==> src/sv/besa_pkg.sv <==
// ----------------------------------------------------------------------------
// Branch edge sample aggregator package
// Shared constants, codes, types and helper functions of the edge table.
// ----------------------------------------------------------------------------
package besa_pkg;

   localparam int TABLE_DEPTH = 1024;
   localparam int SLOT_BITS   = $clog2(TABLE_DEPTH);
   localparam int PROBE_BITS  = SLOT_BITS + 1;

   localparam logic [63:0] GOLDEN = 64'h9E37_79B9_7F4A_7C15;
   localparam int HASH_SHL  = 6;
   localparam int HASH_SHR  = 2;
   localparam int HASH_FOLD = 29;

   localparam logic [11:0] MIN_PAYLOAD = 12'd68;
   localparam int BIT_RETURN = 34;
   localparam int BIT_TAKEN  = 35;
   localparam int BIT_MISP   = 36;
   localparam int BIT_BRANCH = 37;
   localparam int BIT_BADSRC = 38;

   localparam logic [31:0] SAT32       = 32'hFFFF_FFFF;
   localparam logic [9:0]  LIMIT_RESET = 10'd716;

   localparam logic [2:0] STATUS_NEW     = 3'd0;
   localparam logic [2:0] STATUS_MERGED  = 3'd1;
   localparam logic [2:0] STATUS_NO_EDGE = 3'd2;
   localparam logic [2:0] STATUS_SHORT   = 3'd3;
   localparam logic [2:0] STATUS_DROPPED = 3'd4;
   localparam logic [2:0] STATUS_READ    = 3'd5;

   localparam int REQ_TDATA_BITS = 216;
   localparam int RSP_TDATA_BITS = 240;
   localparam int REQ_PLEN_LSB   = 0;
   localparam int REQ_SRC_LSB    = 12;
   localparam int REQ_DATA_LSB   = 76;
   localparam int REQ_TGT_LSB    = 140;
   localparam int REQ_IDX_LSB    = 204;

   typedef struct packed {
      logic        used;
      logic [63:0] source;
      logic [63:0] target;
      logic [31:0] samples;
      logic [31:0] mispredicts;
      logic [31:0] returns;
   } slot_type;

   typedef struct packed {
      logic [2:0]  status;
      logic        slot_valid;
      logic [63:0] edge_from;
      logic [63:0] edge_to;
      logic [31:0] edge_count;
      logic [31:0] edge_mispredicts;
      logic [31:0] edge_returns;
      logic [9:0]  entries_used;
   } result_type;

   typedef struct packed {
      logic                 done;
      logic [SLOT_BITS-1:0] index;
   } hash_result_type;

   function automatic logic [31:0] sat_inc(input logic [31:0] value, input logic inc);
      sat_inc = (value == SAT32) ? value : value + {31'd0, inc};
   endfunction

   function automatic result_type show_slot(input slot_type s, input logic [2:0] status,
                                            input logic [9:0] entries);
      result_type r;
      r.status           = status;
      r.slot_valid       = 1'b1;
      r.edge_from        = s.source;
      r.edge_to          = s.target;
      r.edge_count       = s.samples;
      r.edge_mispredicts = s.mispredicts;
      r.edge_returns     = s.returns;
      r.entries_used     = entries;
      show_slot = r;
   endfunction

endpackage

==> src/sv/besa_hash.sv <==
// ----------------------------------------------------------------------------
// Edge pair hash unit
// Multiplicative hash of a source and target pair over one shared 32x32
// multiplier, reduced to a table slot index.
// ----------------------------------------------------------------------------
module besa_hash
   import besa_pkg::*;
(
   input  logic            clock,
   input  logic            reset,
   input  logic            start,
   input  logic [63:0]     from_addr,
   input  logic [63:0]     to_addr,
   output hash_result_type result
);

   localparam logic [2:0] STEP_IDLE   = 3'd0;
   localparam logic [2:0] STEP_MUL_LL = 3'd1;
   localparam logic [2:0] STEP_MUL_HL = 3'd2;
   localparam logic [2:0] STEP_MUL_LH = 3'd3;
   localparam logic [2:0] STEP_ACC    = 3'd4;
   localparam logic [2:0] STEP_MIX    = 3'd5;
   localparam logic [2:0] STEP_FOLD   = 3'd6;

   logic [2:0]           step_ff, step_in;
   logic                 done_ff;
   logic [63:0]          from_ff;
   logic [63:0]          to_sum_ff;
   logic [63:0]          prod_ff;
   logic [63:0]          key_ff;
   logic [63:0]          mix_ff;
   logic [SLOT_BITS-1:0] index_ff;
   logic [31:0]          mul_a;
   logic [31:0]          mul_b;
   logic [63:0]          mul_prod;
   logic [63:0]          mixed;

   assign mul_a    = (step_ff == STEP_MUL_HL) ? from_ff[63:32] : from_ff[31:0];
   assign mul_b    = (step_ff == STEP_MUL_LH) ? GOLDEN[63:32] : GOLDEN[31:0];
   assign mul_prod = {32'd0, mul_a} * {32'd0, mul_b};
   assign mixed    = key_ff ^ mix_ff;

   always_comb begin
      step_in = step_ff;
      if (start) begin
         step_in = STEP_MUL_LL;
      end else if (step_ff == STEP_FOLD) begin
         step_in = STEP_IDLE;
      end else if (step_ff != STEP_IDLE) begin
         step_in = step_ff + 3'd1;
      end
   end

   always_ff @(posedge clock) begin
      if (reset) begin
         step_ff <= STEP_IDLE;
         done_ff <= 1'b0;
      end else begin
         step_ff <= step_in;
         done_ff <= (step_ff == STEP_FOLD);
      end
   end

   always_ff @(posedge clock) begin
      if (start) begin
         from_ff   <= from_addr;
         to_sum_ff <= to_addr + GOLDEN;
      end
      case (step_ff)
         STEP_MUL_LL: begin
            prod_ff <= mul_prod;
         end
         STEP_MUL_HL: begin
            key_ff  <= prod_ff;
            prod_ff <= mul_prod;
         end
         STEP_MUL_LH: begin
            key_ff  <= key_ff + {prod_ff[31:0], 32'd0};
            prod_ff <= mul_prod;
         end
         STEP_ACC: begin
            key_ff <= key_ff + {prod_ff[31:0], 32'd0};
         end
         STEP_MIX: begin
            mix_ff <= to_sum_ff + (key_ff << HASH_SHL) + (key_ff >> HASH_SHR);
         end
         STEP_FOLD: begin
            index_ff <= mixed[SLOT_BITS-1:0] ^ mixed[HASH_FOLD +: SLOT_BITS];
         end
         default: begin
         end
      endcase
   end

   assign result.done  = done_ff;
   assign result.index = index_ff;

endmodule
==> config.mk <==
export PLATFORM = sky130hd
export DESIGN_NAME = besa_hash
export DESIGN_NICKNAME = d
export VERILOG_FILES = /design/src/sv/besa_pkg.sv /design/src/sv/besa_hash.sv
export SDC_FILE = /design/constraint.sdc
export NUM_CORES = 2
export LEC_CHECK = 0
export BUFFER_PORTS_ARGS = -buffer_cell sky130_fd_sc_hd__buf_2
export CORE_ASPECT_RATIO = 1.4
export CORE_MARGIN = 5
export CORE_UTILIZATION = 40
export CTS_BUF_LIST = sky130_fd_sc_hd__clkbuf_8
export CTS_CLUSTER_DIAMETER = 200
export DETAILED_ROUTE_END_ITERATION = 7
export PLACE_DENSITY_LB_ADDON = 0.2
export RECOVER_POWER = 100
export SYNTH_ARGS = -nofsm -noshare
export SYNTH_HDL_FRONTEND = slang
export SYNTH_SLANG_ARGS = --single-unit
==> constraint.sdc <==
create_clock -name clock -period 25.5 [get_ports clock]
set_input_delay 1.275 -clock clock [delete_from_list [all_inputs] [get_ports clock]]
set_output_delay 1.275 -clock clock [all_outputs]
set_load 0.01 [all_outputs]
# Word-level counts from Yosys, hierarchy flattened
# Cells that the tools add are included.
[word_totals] reg_bits=284 input_bits=131 output_inout_bits=11 word_cells=35
[classes] add_sub_neg=5 mul=1 n_eq_ne=6 mux=6 n_bitwise=2 n_reduce_logical=6
[op_table] cell="64-bit case mux with 2 select lines" count=1
[op_table] cell="39-bit adder" count=2
[op_table] cell="64-bit adder" count=1
[op_table] cell="32-bit by 32-bit multiplier with 64-bit output" count=1
[op_table] cell="32-bit two-way mux" count=2
[op_table] cell="39-bit by 38-bit adder with 39-bit output, second input constant" count=1
[op_table] cell="39-bit XOR" count=1
[op_table] cell="10-bit XOR" count=1
[op_table] cell="3-bit == test, second input constant" count=3
[op_table] cell="3-bit by 2-bit == test with 1-bit output, second input constant" count=2
[op_table] cell="3-bit nonzero test" count=2
[op_table] cell="3-bit OR reduction" count=2
[op_table] cell="3-bit by 1-bit adder with 3-bit output, second input constant" count=1
[op_table] cell="3-bit by 1-bit == test with 1-bit output, second input constant" count=1
[op_table] cell="1-bit two-way mux" count=3
[op_table] cell="2-bit nonzero test" count=1
[op_table] cell="2-bit OR reduction" count=1

# Depth between registers and ports, before layout
[depth] word_depth=4 mapped_depth=37

# Least setup slack after synthesis
# No wires, ideal clock.
[synth_path] kind="register -> register" from="register step_ff[0]" to="register prod_ff[40] (data pin)" setup_ps=263 arrival_ps=8077 slack_ps=17161 path_stages_with_launch=33 path_buffers=4 period_less_slack_ps=8339 path_cell_list="dfxtp_1 inv_1 ha_1 nor2b_1 buf_6 buf_6 buf_6 buf_2 mux2i_1 inv_1 nand2_1 inv_1 fa_1 ha_1 fa_1 inv_1 fa_1 inv_1 fa_1 inv_1 fa_1 inv_1 fa_1 fa_1 ha_1 and2_1 a221o_1 a31oi_4 a31oi_2 o31ai_2 o41ai_1 o41ai_2 xnor2_1"
[synth_via] elab_chain_cells=3 word_cells_on_any_way=5 cone_classes="mul: 1; eq/ne: 2; mux: 2"
[synth_lines] element="from (decl)" line="besa_hash.sv:25" text="logic [2:0] step_ff, step_in;"
[synth_lines] element="from (signal assigned)" line="besa_hash.sv:59" text="step_ff <= step_in;"
[synth_lines] element="3-bit by 2-bit == test with 1-bit output, on equally long branches" line="besa_hash.sv:38, besa_hash.sv:39"
[synth_lines] element="32-bit two-way mux, on equally long branches" line="besa_hash.sv:38, besa_hash.sv:39"
[synth_lines] element="32-bit by 32-bit multiplier with 64-bit output *" line="besa_hash.sv:40" text="assign mul_prod = {32'd0, mul_a} * {32'd0, mul_b};"
[synth_lines] element="via mul_prod[40]" line="besa_hash.sv:35" text="logic [63:0] mul_prod;"
[synth_lines] element="to (signal assigned)" line="besa_hash.sv:71" text="prod_ff <= mul_prod;"
[synth_lines] element="to (signal assigned)" line="besa_hash.sv:75" text="prod_ff <= mul_prod;"
[synth_lines] element="to (signal assigned)" line="besa_hash.sv:79" text="prod_ff <= mul_prod;"
[synth_lines] element="to (decl)" line="besa_hash.sv:29" text="logic [63:0] prod_ff;"
# Mark *: on every way through the listed nets, which the timed path passes. The rest lies on a longest branch.
# A chain may end at the register's enable or synchronous reset.

# Worst setup path in the final report
# Same ends and word-level chain as after synthesis.

==> metrics <==
status finished with violations; failing checks capacitance limit, slew limit; worst path required time about 26000 ps; Reg2Reg Launch Point step_ff[0]; TNS Setup 0 ps; Post-synth EDFFs 215; Data arrival, critical path 12300 ps; largest net degree at the start of global routing 57; Critical-path top delay cell clkbuf_1; DRT Wirelength 76690 um; post-CTS resize count 0; YS warnings 0; IO Port Bufs between 100 and 150; flop2flop setup slack 13550 ps; Pre-Repair DR Iteration Count 5; Worst R2R Path Depth 29; Iteration-0 DRC Markers 925; share of cells above drive strength 1 7.096%; worst hold path type reg2reg; first-pass GRT wire length ~120000 um; Layout Area Growth over Synthesis 9.172%; vias per cell 4.872; initial antenna violation count 1; Total Routing Usage GR between 20% and 30%; Final nets 3653; final critical-path required period about 12000 ps; Setup Skew approximately 53 ps; Final HPWL DP between 60000 and 70000 um; type of origin of the critical path register; die width 234.2 um; CTS Hold Bufs 0; Overflow after GRT 0; Rows 115; crit path from step_ff[0]; max-slew violation count 361; HP Start prod_ff[16]; Final Hold Vio Count 0; CP endpoint prod_ff[40]; Routed Antenna Nets 0; Primary FF master, synth edfxtp_1; # IOs 142; Slew headroom -124.4%; worst-path maximum fanout 32; GPL Wtd Cong between 0.9 and 1; slowest stage delay, CP roughly 2000 ps; flops & latches, synth 219; TritonCTS Sinks 219; synthesized instance count 2560; DIE HEIGHT 323.8 um; Initial Util 40.16%; final cycle utilization of the critical path 46.85%; CTS Root Cell clkbuf_8; max_cap viols 9; reg-to-reg endpoint prod_ff[40]; core area 70070 um2; drt wl/cell 20.80 um; Num CTS Buffers ~40; DRC 0; worst setup path class reg2reg; measured slew at the worst slew-check pin around 3400 ps; post-CTS setup buffer count 0; total die area 75840 um2; RSZ-0062 raised after global routing false; H-tree lvl count 2; Most common cell on crit path inv_1; asr flop ratio synth 0%; Avg Inst Size Synth roughly 11 um2; CP Capture Type register; vias roughly 18000; clk_lat worst skew 640 ps; sequential element share of the synthesized area 23.23%; clock slew seen by the registers of the worst setup and hold paths around 60 ps; Cell Area, Synth 28140 um2; final setup vio count 0; upper clock frequency limit 83.71 MHz; CTS tree done; count of cell types in the netlist 66; Clock Path Buffers 3; vias in the first global route 20430
worst max-delay path: cells and delay by family, from the launching register on:
kind                     cells  cell delay (ps)
adder cells (fa/ha/maj)     10             3610
buffers and inverters        8             3300
AND/OR/NAND/NOR              2              530
multiplexers                 1             1230
flip-flops                   1              350
XOR/XNOR                     1              130
AO/OA/AOI/OAI                7             2370
metal layers:
metal  up-vias  part of all wire (%)  GRT usage (%)
li1       8418                     -              -
met1      9022                    37          22.81
met2       359                    54          39.89
met3       158                   2.9          2.486
met4         0                   5.5          9.649
met5         -                     0              0
registers in the layout (all words and copies together) (netlist names):
signal / count
done_ff: 1
mix_ff: 20
index_ff: 10
key_ff: 41
prod_ff: 41
from_ff: 64
to_sum_ff: 39
step_ff: 3
synth_stat cells, drive strengths merged, types with 3 or more instances:
library cell / number / area share (%)
nor4: 8 / 0.18
nand4: 7 / 0.16
a21boi: 4 / 0.11
nand3b: 3 / 0.080
mux2i: 30 / 1.3
o41ai: 5 / 0.21
a31oi: 9 / 0.28
ha: 346 / 15
a21o: 38 / 1.0
a21oi: 90 / 1.6
nand2b: 15 / 0.33
buf: 11 / 0.25
clkbuf: 37 / 0.49
nor2b: 14 / 0.31
a221oi: 3 / 0.093
inv: 616 / 8.2
nor3: 17 / 0.30
xnor2: 147 / 4.6
or2: 8 / 0.18
and3: 6 / 0.13
o211ai: 5 / 0.13
dfxtp: 4 / 0.28
and2: 42 / 0.93
or3: 5 / 0.11
nor2: 94 / 1.3
o31ai: 4 / 0.12
a211oi: 7 / 0.19
xor2: 43 / 1.3
nand3: 16 / 0.28
o21bai: 10 / 0.27
edfxtp: 215 / 23
o21a: 11 / 0.29
o2111ai: 4 / 0.15
fa: 459 / 33
o21ai: 87 / 1.6
nand2: 114 / 1.5
cell type report:
class / instances / area (um2)
antenna: 2 / 5.005
clock buffer: 41 / 564.3
clock inverter: 33 / 305.3
fill: 6722 / 39350
inverter: 618 / 2320
multi-input combinational: 1703 / 19150
sequential: 219 / 6536
tap: 936 / 1171
timing repair buffer: 134 / 668.1
logic make-up after synthesis:
family	count (synthesis)	share of synthesized area (%)
multiplexers	32	1.392
XOR/XNOR	190	5.913
AO/OA/AOI/OAI	294	6.553
buffers and inverters	666	8.990
AND/OR/NAND/NOR	352	5.864
flip-flops	219	23.23
other	2	0.02669
adder cells (fa/ha/maj)	805	48.03
stage by stage:
step                      cell area, um2  util [%]  hold WS (ps)  worst slack (ps)  instances
after floorplan                    28250         -         494.6             17160       2588
after global placement             29960     42.76         500.0             15840       3610
after detailed placement           29960     42.76         504.1             15730       3610
after CTS                          30830     44.00         463.0             15720       3684
after global routing               30720     43.84         519.9             12850       3686
final                              30720     43.84         486.6             13550       3686
placed cells by master, fill, tap and decap left out, types with 84 or more instances in the layout:
master	instances
a21oi_1	90
buf_2	102
edfxtp_1	215
fa_1	459
ha_1	346
inv_1	622
nand2_1	114
nor2_1	93
o21ai_0	84
xnor2_1	147
worst min path at each step:
| stage | to | slack [ps] | cells past startpoint |
|---|---|---|---|
| after detailed placement | key_ff[18] | 500 | 1 |
| after floorplan | key_ff[36] | 490 | 2 |
| final | key_ff[16] | 490 | 1 |
| after global placement | key_ff[18] | 500 | 1 |
| after global routing | key_ff[16] | 520 | 1 |
| after CTS | key_ff[16] | 460 | 1 |
Power is left out: the tool's default activity adds up to more than one toggle a clock period on the data nets, which glitch-free logic cannot reach.
